`src/hdl/i2cee_pkg.sv`:
```
// i2cee_pkg: shared types and constants for the 24Cxx EEPROM byte-access core.
// Used by i2cee_queue, i2cee_engine and i2c_eeprom_byte_access_core.
`timescale 1ns / 1ps

package i2cee_pkg;

  localparam int unsigned I2CEE_QUEUE_DEPTH = 2;

  localparam logic [7:0]  DEV_WRITE_BYTE = 8'hA0;
  localparam logic [7:0]  DEV_READ_BYTE  = 8'hA1;

  localparam logic        RST_WIDE_ADDRESS  = 1'b0;
  localparam logic [15:0] RST_QUARTER       = 16'd40;
  localparam logic [7:0]  RST_POLL_LIMIT    = 8'd250;
  localparam logic [19:0] RST_WRITE_WAIT    = 20'd16000;

  localparam logic [1:0]  REG_WIDE_ADDRESS = 2'd0;
  localparam logic [1:0]  REG_QUARTER      = 2'd1;
  localparam logic [1:0]  REG_POLL_LIMIT   = 2'd2;
  localparam logic [1:0]  REG_WRITE_WAIT   = 2'd3;

  typedef struct packed {
    logic [7:0]  write_data;
    logic [15:0] mem_address;
    logic        sda_in;
    logic        op;
    logic        req_valid;
  } item_t;

  typedef struct packed {
    logic        wide_address;
    logic [15:0] quarter_period;
    logic [7:0]  ack_poll_limit;
    logic [19:0] write_wait_cycles;
  } cfg_t;

  typedef struct packed {
    logic       ack_error;
    logic [7:0] read_data;
    logic       done_res;
    logic       busy_res;
    logic       sda_enable;
    logic       sda_out;
    logic       scl;
  } result_t;

  typedef enum logic [10:0] {
    PH_IDLE   = 11'b000_0000_0001,
    PH_START  = 11'b000_0000_0010,
    PH_DEV    = 11'b000_0000_0100,
    PH_AHI    = 11'b000_0000_1000,
    PH_ALO    = 11'b000_0001_0000,
    PH_DATA   = 11'b000_0010_0000,
    PH_RSTART = 11'b000_0100_0000,
    PH_DEVRD  = 11'b000_1000_0000,
    PH_RECV   = 11'b001_0000_0000,
    PH_STOP   = 11'b010_0000_0000,
    PH_WWAIT  = 11'b100_0000_0000
  } phase_t;

endpackage

```
`src/hdl/i2cee_queue.sv`:
```
// i2cee_queue: front end, accepts request/tick items into a short FIFO.
// Depends on i2cee_pkg (item_t).
`timescale 1ns / 1ps

module i2cee_queue
  import i2cee_pkg::*;
#(
  parameter int unsigned DEPTH = I2CEE_QUEUE_DEPTH
) (
  input  logic  clk,
  input  logic  rst_n,
  input  logic  push,
  input  item_t push_item,
  output logic  not_full,
  input  logic  pop,
  output logic  not_empty,
  output item_t head_item
);

  localparam int unsigned PTR_W = (DEPTH > 1) ? $clog2(DEPTH) : 1;
  localparam int unsigned CNT_W = $clog2(DEPTH + 1);

  item_t               slot_r [DEPTH];
  logic [PTR_W-1:0]    wr_ptr_r, wr_ptr_nxt;
  logic [PTR_W-1:0]    rd_ptr_r, rd_ptr_nxt;
  logic [CNT_W-1:0]    count_r, count_nxt;

  assign not_full  = (count_r != CNT_W'(DEPTH));
  assign not_empty = (count_r != '0);
  assign head_item = slot_r[rd_ptr_r];

  always_comb begin
    wr_ptr_nxt = wr_ptr_r;
    rd_ptr_nxt = rd_ptr_r;
    count_nxt  = count_r;
    if (push) begin
      wr_ptr_nxt = (wr_ptr_r == PTR_W'(DEPTH - 1)) ? '0 : wr_ptr_r + 1'b1;
    end
    if (pop) begin
      rd_ptr_nxt = (rd_ptr_r == PTR_W'(DEPTH - 1)) ? '0 : rd_ptr_r + 1'b1;
    end
    if (push && !pop) begin
      count_nxt = count_r + 1'b1;
    end else if (pop && !push) begin
      count_nxt = count_r - 1'b1;
    end
  end

  always_ff @(posedge clk) begin
    if (!rst_n) begin
      wr_ptr_r <= '0;
      rd_ptr_r <= '0;
      count_r  <= '0;
    end else begin
      wr_ptr_r <= wr_ptr_nxt;
      rd_ptr_r <= rd_ptr_nxt;
      count_r  <= count_nxt;
    end
  end

  always_ff @(posedge clk) begin
    if (push) begin
      slot_r[wr_ptr_r] <= push_item;
    end
  end

endmodule

```
`src/hdl/i2cee_engine.sv`:
```
// i2cee_engine: back end, advances the I2C bit sequencer one tick per item
// and registers the bus levels and status. Depends on i2cee_pkg.
`timescale 1ns / 1ps

module i2cee_engine
  import i2cee_pkg::*;
(
  input  logic    clk,
  input  logic    rst_n,
  input  cfg_t    cfg,
  input  logic    item_valid,
  input  item_t   item,
  output logic    item_pop,
  output logic    res_valid,
  input  logic    res_ready,
  output result_t res
);

  phase_t      phase_r, phase_nxt;
  logic [1:0]  quarter_r, quarter_nxt;
  logic [15:0] tick_r, tick_nxt;
  logic [3:0]  bit_r, bit_nxt;
  logic [7:0]  shift_r, shift_nxt;
  logic [7:0]  poll_r, poll_nxt;
  logic [19:0] wait_r, wait_nxt;
  logic [15:0] held_addr_r, held_addr_nxt;
  logic [7:0]  held_data_r, held_data_nxt;
  logic        held_op_r, held_op_nxt;
  logic [7:0]  last_read_r, last_read_nxt;
  logic        ack_failed_r, ack_failed_nxt;
  logic        res_valid_r;
  result_t     res_r, res_nxt;

  logic        step;
  logic        done_c;
  logic        qstep;
  logic        q_adv;
  logic        do_enter;
  phase_t      enter_ph;
  logic [15:0] qp;
  logic [7:0]  page_bits;
  logic        sending;

  assign step      = item_valid && (!res_valid_r || res_ready);
  assign item_pop  = step;
  assign res_valid = res_valid_r;
  assign res       = res_r;

  always_comb begin
    phase_nxt      = phase_r;
    quarter_nxt    = quarter_r;
    tick_nxt       = tick_r;
    bit_nxt        = bit_r;
    shift_nxt      = shift_r;
    poll_nxt       = poll_r;
    wait_nxt       = wait_r;
    held_addr_nxt  = held_addr_r;
    held_data_nxt  = held_data_r;
    held_op_nxt    = held_op_r;
    last_read_nxt  = last_read_r;
    ack_failed_nxt = ack_failed_r;
    done_c         = 1'b0;
    qstep          = 1'b0;
    q_adv          = 1'b1;
    do_enter       = 1'b0;
    enter_ph       = PH_IDLE;
    qp             = (cfg.quarter_period == '0) ? 16'd1 : cfg.quarter_period;

    if (step) begin
      case (phase_r)
        PH_IDLE: begin
          if (item.req_valid) begin
            held_op_nxt    = item.op;
            held_addr_nxt  = item.mem_address;
            held_data_nxt  = item.write_data;
            ack_failed_nxt = 1'b0;
            tick_nxt       = '0;
            do_enter       = 1'b1;
            enter_ph       = PH_START;
          end
        end
        PH_WWAIT: begin
          if (wait_r == '0) begin
            phase_nxt = PH_IDLE;
            done_c    = 1'b1;
          end else begin
            wait_nxt = wait_r - 1'b1;
          end
        end
        default: begin
          if ({1'b0, tick_r} + 17'd1 >= {1'b0, qp}) begin
            tick_nxt = '0;
            qstep    = 1'b1;
          end else begin
            tick_nxt = tick_r + 1'b1;
          end
        end
      endcase

      if (qstep) begin
        case (phase_r)
          PH_START, PH_RSTART: begin
            if (quarter_r == 2'd3) begin
              do_enter = 1'b1;
              enter_ph = (phase_r == PH_START) ? PH_DEV : PH_DEVRD;
              q_adv    = 1'b0;
            end
          end
          PH_DEV, PH_AHI, PH_ALO, PH_DATA, PH_DEVRD: begin
            if (bit_r < 4'd8) begin
              if (quarter_r == 2'd3) begin
                shift_nxt = {shift_r[6:0], 1'b0};
                bit_nxt   = bit_r + 1'b1;
              end
            end else if (quarter_r == 2'd2) begin
              if (item.sda_in) begin
                q_adv = 1'b0;
                if ({1'b0, poll_r} + 9'd1 > {1'b0, cfg.ack_poll_limit}) begin
                  ack_failed_nxt = 1'b1;
                  do_enter       = 1'b1;
                  enter_ph       = PH_STOP;
                end else begin
                  poll_nxt = poll_r + 1'b1;
                end
              end else begin
                poll_nxt = '0;
              end
            end else if (quarter_r == 2'd3) begin
              do_enter = 1'b1;
              q_adv    = 1'b0;
              case (phase_r)
                PH_DEV:  enter_ph = cfg.wide_address ? PH_AHI : PH_ALO;
                PH_AHI:  enter_ph = PH_ALO;
                PH_ALO:  enter_ph = held_op_r ? PH_DATA : PH_RSTART;
                PH_DATA: enter_ph = PH_STOP;
                default: enter_ph = PH_RECV;
              endcase
            end
          end
          PH_RECV: begin
            if (bit_r < 4'd8 && quarter_r == 2'd1) begin
              shift_nxt = {shift_r[6:0], item.sda_in};
            end
            if (quarter_r == 2'd3) begin
              if (bit_r >= 4'd8) begin
                last_read_nxt = shift_r;
                do_enter      = 1'b1;
                enter_ph      = PH_STOP;
                q_adv         = 1'b0;
              end else begin
                bit_nxt = bit_r + 1'b1;
              end
            end
          end
          PH_STOP: begin
            if (quarter_r == 2'd3) begin
              q_adv       = 1'b0;
              quarter_nxt = '0;
              if (ack_failed_r || !held_op_r) begin
                phase_nxt = PH_IDLE;
                done_c    = 1'b1;
              end else begin
                phase_nxt = PH_WWAIT;
                wait_nxt  = cfg.write_wait_cycles;
              end
            end
          end
          default: q_adv = 1'b1;
        endcase
        if (q_adv) begin
          quarter_nxt = quarter_r + 1'b1;
        end
      end

      if (do_enter) begin
        phase_nxt   = enter_ph;
        quarter_nxt = '0;
        bit_nxt     = '0;
        poll_nxt    = '0;
        page_bits   = cfg.wide_address ? 8'h00 : {4'h0, held_addr_nxt[10:8], 1'b0};
        case (enter_ph)
          PH_DEV:   shift_nxt = DEV_WRITE_BYTE | page_bits;
          PH_AHI:   shift_nxt = held_addr_nxt[15:8];
          PH_ALO:   shift_nxt = held_addr_nxt[7:0];
          PH_DATA:  shift_nxt = held_data_nxt;
          PH_DEVRD: shift_nxt = DEV_READ_BYTE | page_bits;
          PH_RECV:  shift_nxt = '0;
          default:  shift_nxt = shift_nxt;
        endcase
      end else begin
        page_bits = '0;
      end
    end else begin
      page_bits = '0;
    end
  end

  // bus levels and status as seen after this tick
  always_comb begin
    res_nxt.scl        = 1'b1;
    res_nxt.sda_out    = 1'b1;
    res_nxt.sda_enable = 1'b1;
    sending            = 1'b0;
    case (phase_nxt)
      PH_START, PH_RSTART: begin
        res_nxt.scl     = (quarter_nxt == 2'd3) ? 1'b0 :
                          ((quarter_nxt == 2'd0) ? (phase_nxt == PH_START) : 1'b1);
        res_nxt.sda_out = (quarter_nxt < 2'd2);
      end
      PH_DEV, PH_AHI, PH_ALO, PH_DATA, PH_DEVRD, PH_RECV: begin
        sending     = (phase_nxt != PH_RECV);
        res_nxt.scl = (quarter_nxt == 2'd1) || (quarter_nxt == 2'd2);
        if (bit_nxt < 4'd8) begin
          res_nxt.sda_enable = sending;
          res_nxt.sda_out    = sending & shift_nxt[7];
        end else begin
          res_nxt.sda_enable = !sending;
          res_nxt.sda_out    = !sending;
        end
      end
      PH_STOP: begin
        res_nxt.scl     = (quarter_nxt != 2'd0);
        res_nxt.sda_out = (quarter_nxt >= 2'd2);
      end
      default: begin
        res_nxt.scl = 1'b1;
      end
    endcase
    res_nxt.busy_res  = (phase_nxt != PH_IDLE);
    res_nxt.done_res  = done_c;
    res_nxt.read_data = last_read_nxt;
    res_nxt.ack_error = done_c & ack_failed_nxt;
  end

  always_ff @(posedge clk) begin
    if (!rst_n) begin
      phase_r      <= PH_IDLE;
      quarter_r    <= '0;
      tick_r       <= '0;
      bit_r        <= '0;
      shift_r      <= '0;
      poll_r       <= '0;
      wait_r       <= '0;
      held_addr_r  <= '0;
      held_data_r  <= '0;
      held_op_r    <= 1'b0;
      last_read_r  <= '0;
      ack_failed_r <= 1'b0;
      res_valid_r  <= 1'b0;
    end else begin
      phase_r      <= phase_nxt;
      quarter_r    <= quarter_nxt;
      tick_r       <= tick_nxt;
      bit_r        <= bit_nxt;
      shift_r      <= shift_nxt;
      poll_r       <= poll_nxt;
      wait_r       <= wait_nxt;
      held_addr_r  <= held_addr_nxt;
      held_data_r  <= held_data_nxt;
      held_op_r    <= held_op_nxt;
      last_read_r  <= last_read_nxt;
      ack_failed_r <= ack_failed_nxt;
      if (step) begin
        res_valid_r <= 1'b1;
      end else if (res_ready) begin
        res_valid_r <= 1'b0;
      end
    end
  end

  always_ff @(posedge clk) begin
    if (step) begin
      res_r <= res_nxt;
    end
  end

endmodule

```
`src/hdl/i2c_eeprom_byte_access_core.sv`:
```
// i2c_eeprom_byte_access_core: top level, configuration registers, front queue
// and back-end sequencer. Depends on i2cee_pkg, i2cee_queue, i2cee_engine.
`timescale 1ns / 1ps

// Usage
//   Each input request is one clock tick of the I2C master: the request
//   fields (req_valid, op, address, data) plus the sampled SDA level.
//   Every accepted request yields exactly one result carrying the SCL level,
//   SDA drive, busy, done pulse, last read byte and acknowledge error.
//   Configuration (address mode, quarter period, poll limit, write wait) is
//   to be written by the user on the cfg_ channel only while no tick is in
//   flight; the block itself does not enforce it. cfg_ready is always high.
//   A request is first written into the front queue, and the back end then
//   registers its result. Throughput: one request per cycle while out_tready
//   does not stall, set by the sequencer step in the back end.
//   A stalled out_tready holds the registered result; the front queue keeps
//   taking requests until its QUEUE_DEPTH entries are full, then drops
//   in_tready.
//   Reset: synchronous active-low rst_n empties the queue, returns the
//   sequencer to idle and loads the configuration defaults.

module i2c_eeprom_byte_access_core
  import i2cee_pkg::*;
#(
  parameter int unsigned QUEUE_DEPTH = I2CEE_QUEUE_DEPTH
) (
  input  logic        clk,
  input  logic        rst_n,
  input  logic        in_tvalid,
  output logic        in_tready,
  input  logic [31:0] in_tdata,   // req_valid, mem_address[15:0], write_data[7:0], sda_in
  input  logic        in_tuser,   // op
  output logic        out_tvalid,
  input  logic        out_tready,
  output logic [15:0] out_tdata,  // scl, sda_out, sda_enable, busy_res, done_res,
                                  // read_data[7:0], ack_error
  input  logic        cfg_valid,
  output logic        cfg_ready,
  input  logic [1:0]  cfg_index,
  input  logic [19:0] cfg_data
);

  cfg_t    cfg_r;
  item_t   in_item;
  item_t   head_item;
  logic    q_not_full;
  logic    q_not_empty;
  logic    q_pop;
  result_t res;

  assign cfg_ready = 1'b1;

  always_ff @(posedge clk) begin
    if (!rst_n) begin
      cfg_r.wide_address      <= RST_WIDE_ADDRESS;
      cfg_r.quarter_period    <= RST_QUARTER;
      cfg_r.ack_poll_limit    <= RST_POLL_LIMIT;
      cfg_r.write_wait_cycles <= RST_WRITE_WAIT;
    end else if (cfg_valid) begin
      case (cfg_index)
        REG_WIDE_ADDRESS: cfg_r.wide_address      <= cfg_data[0];
        REG_QUARTER:      cfg_r.quarter_period    <= cfg_data[15:0];
        REG_POLL_LIMIT:   cfg_r.ack_poll_limit    <= cfg_data[7:0];
        REG_WRITE_WAIT:   cfg_r.write_wait_cycles <= cfg_data;
        default:          cfg_r <= cfg_r;
      endcase
    end
  end

  assign in_item.req_valid   = in_tdata[0];
  assign in_item.mem_address = in_tdata[16:1];
  assign in_item.write_data  = in_tdata[24:17];
  assign in_item.sda_in      = in_tdata[25];
  assign in_item.op          = in_tuser;

  assign in_tready = q_not_full;

  i2cee_queue #(
    .DEPTH(QUEUE_DEPTH)
  ) u_queue (
    .clk      (clk),
    .rst_n    (rst_n),
    .push     (in_tvalid && q_not_full),
    .push_item(in_item),
    .not_full (q_not_full),
    .pop      (q_pop),
    .not_empty(q_not_empty),
    .head_item(head_item)
  );

  i2cee_engine u_engine (
    .clk       (clk),
    .rst_n     (rst_n),
    .cfg       (cfg_r),
    .item_valid(q_not_empty),
    .item      (head_item),
    .item_pop  (q_pop),
    .res_valid (out_tvalid),
    .res_ready (out_tready),
    .res       (res)
  );

  assign out_tdata = {2'b00, res};

endmodule
```
`config.mk`:
```
export PLATFORM = sky130hd
export DESIGN_NAME = i2c_eeprom_byte_access_core
export DESIGN_NICKNAME = d
export VERILOG_FILES = /design/src/hdl/i2cee_pkg.sv /design/src/hdl/i2cee_queue.sv /design/src/hdl/i2cee_engine.sv /design/src/hdl/i2c_eeprom_byte_access_core.sv
export SDC_FILE = /design/constraint.sdc
export NUM_CORES = 1
export LEC_CHECK = 0
export BUFFER_PORTS_ARGS = -buffer_cell sky130_fd_sc_hd__buf_2
export CAP_MARGIN = 15
export CORE_MARGIN = 2
export CORE_UTILIZATION = 55
export DETAILED_ROUTE_END_ITERATION = 8
export GPL_ROUTABILITY_DRIVEN = 0
export GPL_TIMING_DRIVEN = 0
export HOLD_SLACK_MARGIN = 0.06
export PLACE_DENSITY = 0.79
export SLEW_MARGIN = 20
export SYNTH_ARGS = -nofsm -noshare
export SYNTH_HDL_FRONTEND = slang
export SYNTH_SLANG_ARGS = --single-unit
```
`constraint.sdc`:
```
create_clock -name clk -period 5.1 [get_ports clk]
set_clock_uncertainty 0.1 [all_clocks]
set_input_delay 0.255 -clock clk [delete_from_list [all_inputs] [get_ports clk]]
set_output_delay 0.255 -clock clk [all_outputs]
set_load 0.01 [all_outputs]
```
==> results by group <==
Worst setup path
  • Crit Path Category: reg -> reg
  • CP max FO: 7
  • R2R Setup Slk: 0.14 ns
  • CP startpoint kind: register
  • Crit path DAT: 5.22 ns
  • Worst endpoint required time: 5.36 ns
  • Worst R2R Path Depth: 24
  • Worst r2r dst: u_engine.res[0]
  • CP Capture Type: register
  • Worst reg2reg path startpoint: u_engine.tick_r[2]

Power
  • Final Total Pwr: 5470 uW
  • Clock share of power: 31.7%
  • Gate power share: 28.3%
  • Power per cell area: 393 mW/mm^2
  • Max VDD drop: 383 uV
  • Register share of total power: 40.0%
  • P_int: 3640 uW
  • Switching power: 1830 uW
  • Switching Fraction: 33.4%
  • Leak Pwr: 0.00550 uW

Cells and area
  • Area occupied by multi-input gates: 0.00625 mm^2
  • Layout fillers: 1,687
  • Final Non-Filler Cells: 1,756
  • Area Growth Syn to Fin: 18.7%
  • Seq. cell area: 0.00513 mm^2
  • Layout Nets: 1,561
  • Share of layout cells above drive strength 1: 13.3%
  • # diodes: 0
  • Util after Layout: 66.4%

Clock tree
  • CTS H-tree depth: 1
  • Cts bufs inserted: 24
  • Root Buffer: clkbuf_16
  • Clock Latency Late Sink: 0.53 ns
  • CTS sink count: 222
  • Clock slew at reported path FFs: 0.06 ns
  • Clk buf depth: 3
  • CTS tree: yes

Drt
  • Initial detailed-routing violation count: 995
  • Vias per inst: 6.07
  • Met3 WL post-DR: 2520 um
  • Met2 WL: 15,400 um
  • DRT antenna net count: 0
  • Via count: 10.7k
  • Max layer used: met4
  • Final WL: 32,600 um
  • Drt drc: 0
  • DR pass1 iterations: 6
  • Routed WL per cell: 18.6 um
  • Metal-1 WL: 13,400 um

Floorplan
  • Core Footprint: 0.0210 mm^2
  • Die ar.: 0.0225 mm^2
  • Rows: 53
  • Die H: 150 um
  • Starting Density: 55.9%
  • Die X: 150 um
  • Ports: 79

Timing
  • Final WS setup: 0.139 ns
  • Highest Clock Rate: 202 MHz
  • Final Max Tran Viols: 0
  • Final setup fails: 0
  • Max-Slew Margin vs Limit: 46.5%
  • RSZ-0062 raised after global routing: yes
  • Final period util: 97.3%
  • Slew @ Worst Pin: 0.802 ns
  • WHS: 0.0755 ns
  • Fin. Hold Viols: 0
  • Tmin final: 4.96 ns

Logic synthesis
  • Post-Syn Area: 0.0117 mm^2
  • Seq cells post-synth: 222
  • YS warnings: 0
  • Asr flop ratio synth: 0%
  • Post-synthesis sequential area ratio: 43.7%
  • Cells after Synth: 1,314
  • Netlist cell types: 83
  • Number of synthesized flops with an enable pin: 68
  • Syn_area_per_cell: 8.92 um^2
  • Ys flop type: dfxtp_1

Min path
  • Worst Hold Endpoint: cfg_r[20]
  • Min-delay src: cfg_index[0]
  • Worst min path class: in -> reg
  • Min-Delay Path Depth: 4

Global route
  • GRT Total Usage: 28.6%
  • Initial antenna violation count: 0
  • Grt ovf: 0
  • Vias in the first global route: 10.1k
  • Largest net degree at the start of global routing: 29
  • First-pass GRT wire length: 51,100 um

Placement
  • DPL Wire Length: 22,300 um
  • Placed Cells: 1,658
  • Worst slack, placed: -0.673 ns
  • IO buf count: 68

Status
  • Status: complete, no violations

Run
  • Max-cap violations: 0
[power groups by stage]
| stage | registers (uW) | logic [uW] | clock network [uW] |
|---|---|---|---|
| global placement | 2210 | 1430 | 0 |
| finish | 2190 | 1550 | 1730 |
| CTS | 2180 | 1500 | 1750 |
| global route | 2210 | 1680 | 1820 |
| detailed placement | 2220 | 1460 | 0 |
| floorplan | 2220 | 997 | 0 |
[kinds of logic (layout without fill, tap and decap cells)]
group           Yosys count  in the layout  synth area share (%)
mux                      42             42                  3.71
flops                   222            222                  43.7
other cells               2              3                0.0641
xor+xnor                 31             31                  2.32
simple gates            524            524                  22.7
fa+ha+maj                38             38                  4.06
buf+inv                 122            288                  4.39
compound gates          333            333                  19.1
[timing repair]
action / in CTS / in global routing
buffers inserted: 2 / 4
gates cloned: 0 / 0
pin swaps: 1 / 4
resized for setup: 14 / 24
setup endpoints to repair: 57 / 12
hold buffers: 48 / 0
hold endpoints to repair: 100 / 0
[registers in the layout (all words and copies together) (netlist names), 2 cells and up, named ones only]
register	cells
u_engine.wait_r	20
u_engine.phase_r	11
u_queue.count_r	2
u_engine.held_addr_r	16
u_engine.last_read_r	8
u_engine.held_data_r	8
u_engine.shift_r	8
u_engine.poll_r	8
u_engine.quarter_r	2
u_engine.res	14
u_queue.slot_r	54
u_engine.tick_r	16
u_engine.bit_r	4
cfg_r	45
[area by class of cell]
| class | instances | area share, % |
|---|---|---|
| flip-flops and latches | 222 | 36.9 |
| clock buffers | 37 | 5.17 |
| repair buffers | 122 | 6.22 |
| plain buffers | 77 | 2.58 |
| well taps | 275 | 2.47 |
| clock inverters | 7 | 0.539 |
| inverters | 45 | 1.21 |
| multi-input cells | 971 | 44.9 |
[critical path, cell delays in order (launching register included)]
cell and delay [ns]:
dfxtp_4 0.39, nand3_2 0.11, inv_2 0.09, nand3_4 0.12
nor3_4 0.25, nand3_4 0.14, nor2_2 0.16, xor2_2 0.19
ha_1 0.25, and3_1 0.19, and3_1 0.20, and3_1 0.20
nor4_2 0.42, nand2_1 0.22, nand2_1 0.24, nor3_1 0.09
a22oi_1 0.17, o21ai_0 0.12, a22o_1 0.28, buf_4 0.16
ha_1 0.18, nor2_1 0.14, a22oi_1 0.09, o21ai_0 0.17
o2bb2ai_1 0.13
[worst max path at each step]
| stage | startpoint | to | slack (ns) | cells after the start |
|---|---|---|---|---|
| finish | u_engine.tick_r[2] | u_engine.res[0] | 0.14 | 24 |
| global route | u_engine.tick_r[3] | u_engine.res[0] | -0.01 | 21 |
| CTS | u_engine.tick_r[0] | u_engine.res[3] | 0.004 | 19 |
| detailed placement | u_engine.tick_r[2] | u_engine.res[3] | -0.67 | 19 |
| global placement | u_engine.tick_r[2] | u_engine.res[3] | -0.57 | 19 |
| floorplan | u_engine.tick_r[2] | u_engine.res[3] | 0.21 | 17 |
[synth_stat cells (all sizes together), types with 7 or more instances]
library cell | instances | share of area (%)
clkbuf | 57 | 1.8
nand3 | 30 | 1.3
a21boi | 47 | 3.0
inv | 44 | 1.4
ha | 38 | 4.1
nand2 | 178 | 5.7
a22oi | 13 | 0.83
o211a | 25 | 2.1
xor2 | 13 | 0.97
nand2b | 15 | 0.80
o22ai | 15 | 0.85
nor3 | 35 | 1.5
a21oi | 75 | 3.2
nor2 | 99 | 3.3
nor4 | 19 | 1.5
xnor2 | 18 | 1.3
o221ai | 7 | 0.52
o21ai | 83 | 3.5
nand4 | 18 | 0.96
mux2i | 30 | 2.6
or3 | 12 | 0.64
nor2b | 25 | 1.4
and2 | 43 | 2.3
o211ai | 15 | 0.96
buf | 20 | 1.1
mux2 | 12 | 1.2
edfxtp | 68 | 17
or4 | 12 | 0.93
dfxtp | 154 | 26
and3 | 15 | 0.80
a21o | 8 | 0.51
[through the flow]
stage	TNS [ns]	cell area [um^2]
6_report	0	13900
5_1_grt	-0.0128	13900
4_1_cts	0	13800
3_5_place_dp	-12.68	12400
3_3_place_gp	-8.34	12400
2_1_floorplan	0	11700
[routing by layer]
layer  global-route usage, %  vias to the layer above
met5                       0                        -
met1                    36.9                     5041
met2                    48.4                      503
li1                        -                     5021
met3                    3.99                       97
met4                    11.3                        0
[placed cells by master (no fill, tap or decap), types with 17 or more instances in the layout]
cell,n
xnor2_1,17
ha_1,37
a21oi_1,74
buf_2,72
clkbuf_16,24
edfxtp_1,68
inv_1,43
nor3_1,32
mux2i_1,29
o211a_1,25
nor2b_1,24
dfxtp_1,151
nand3_1,26
o21ai_0,81
nand4_1,18
nor2_1,91
a21boi_0,44
dlygate4sd3_1,48
clkbuf_1,62
nand2_1,178
and2_1,43
No activity file was read; power rests on OpenSTA's default activity.
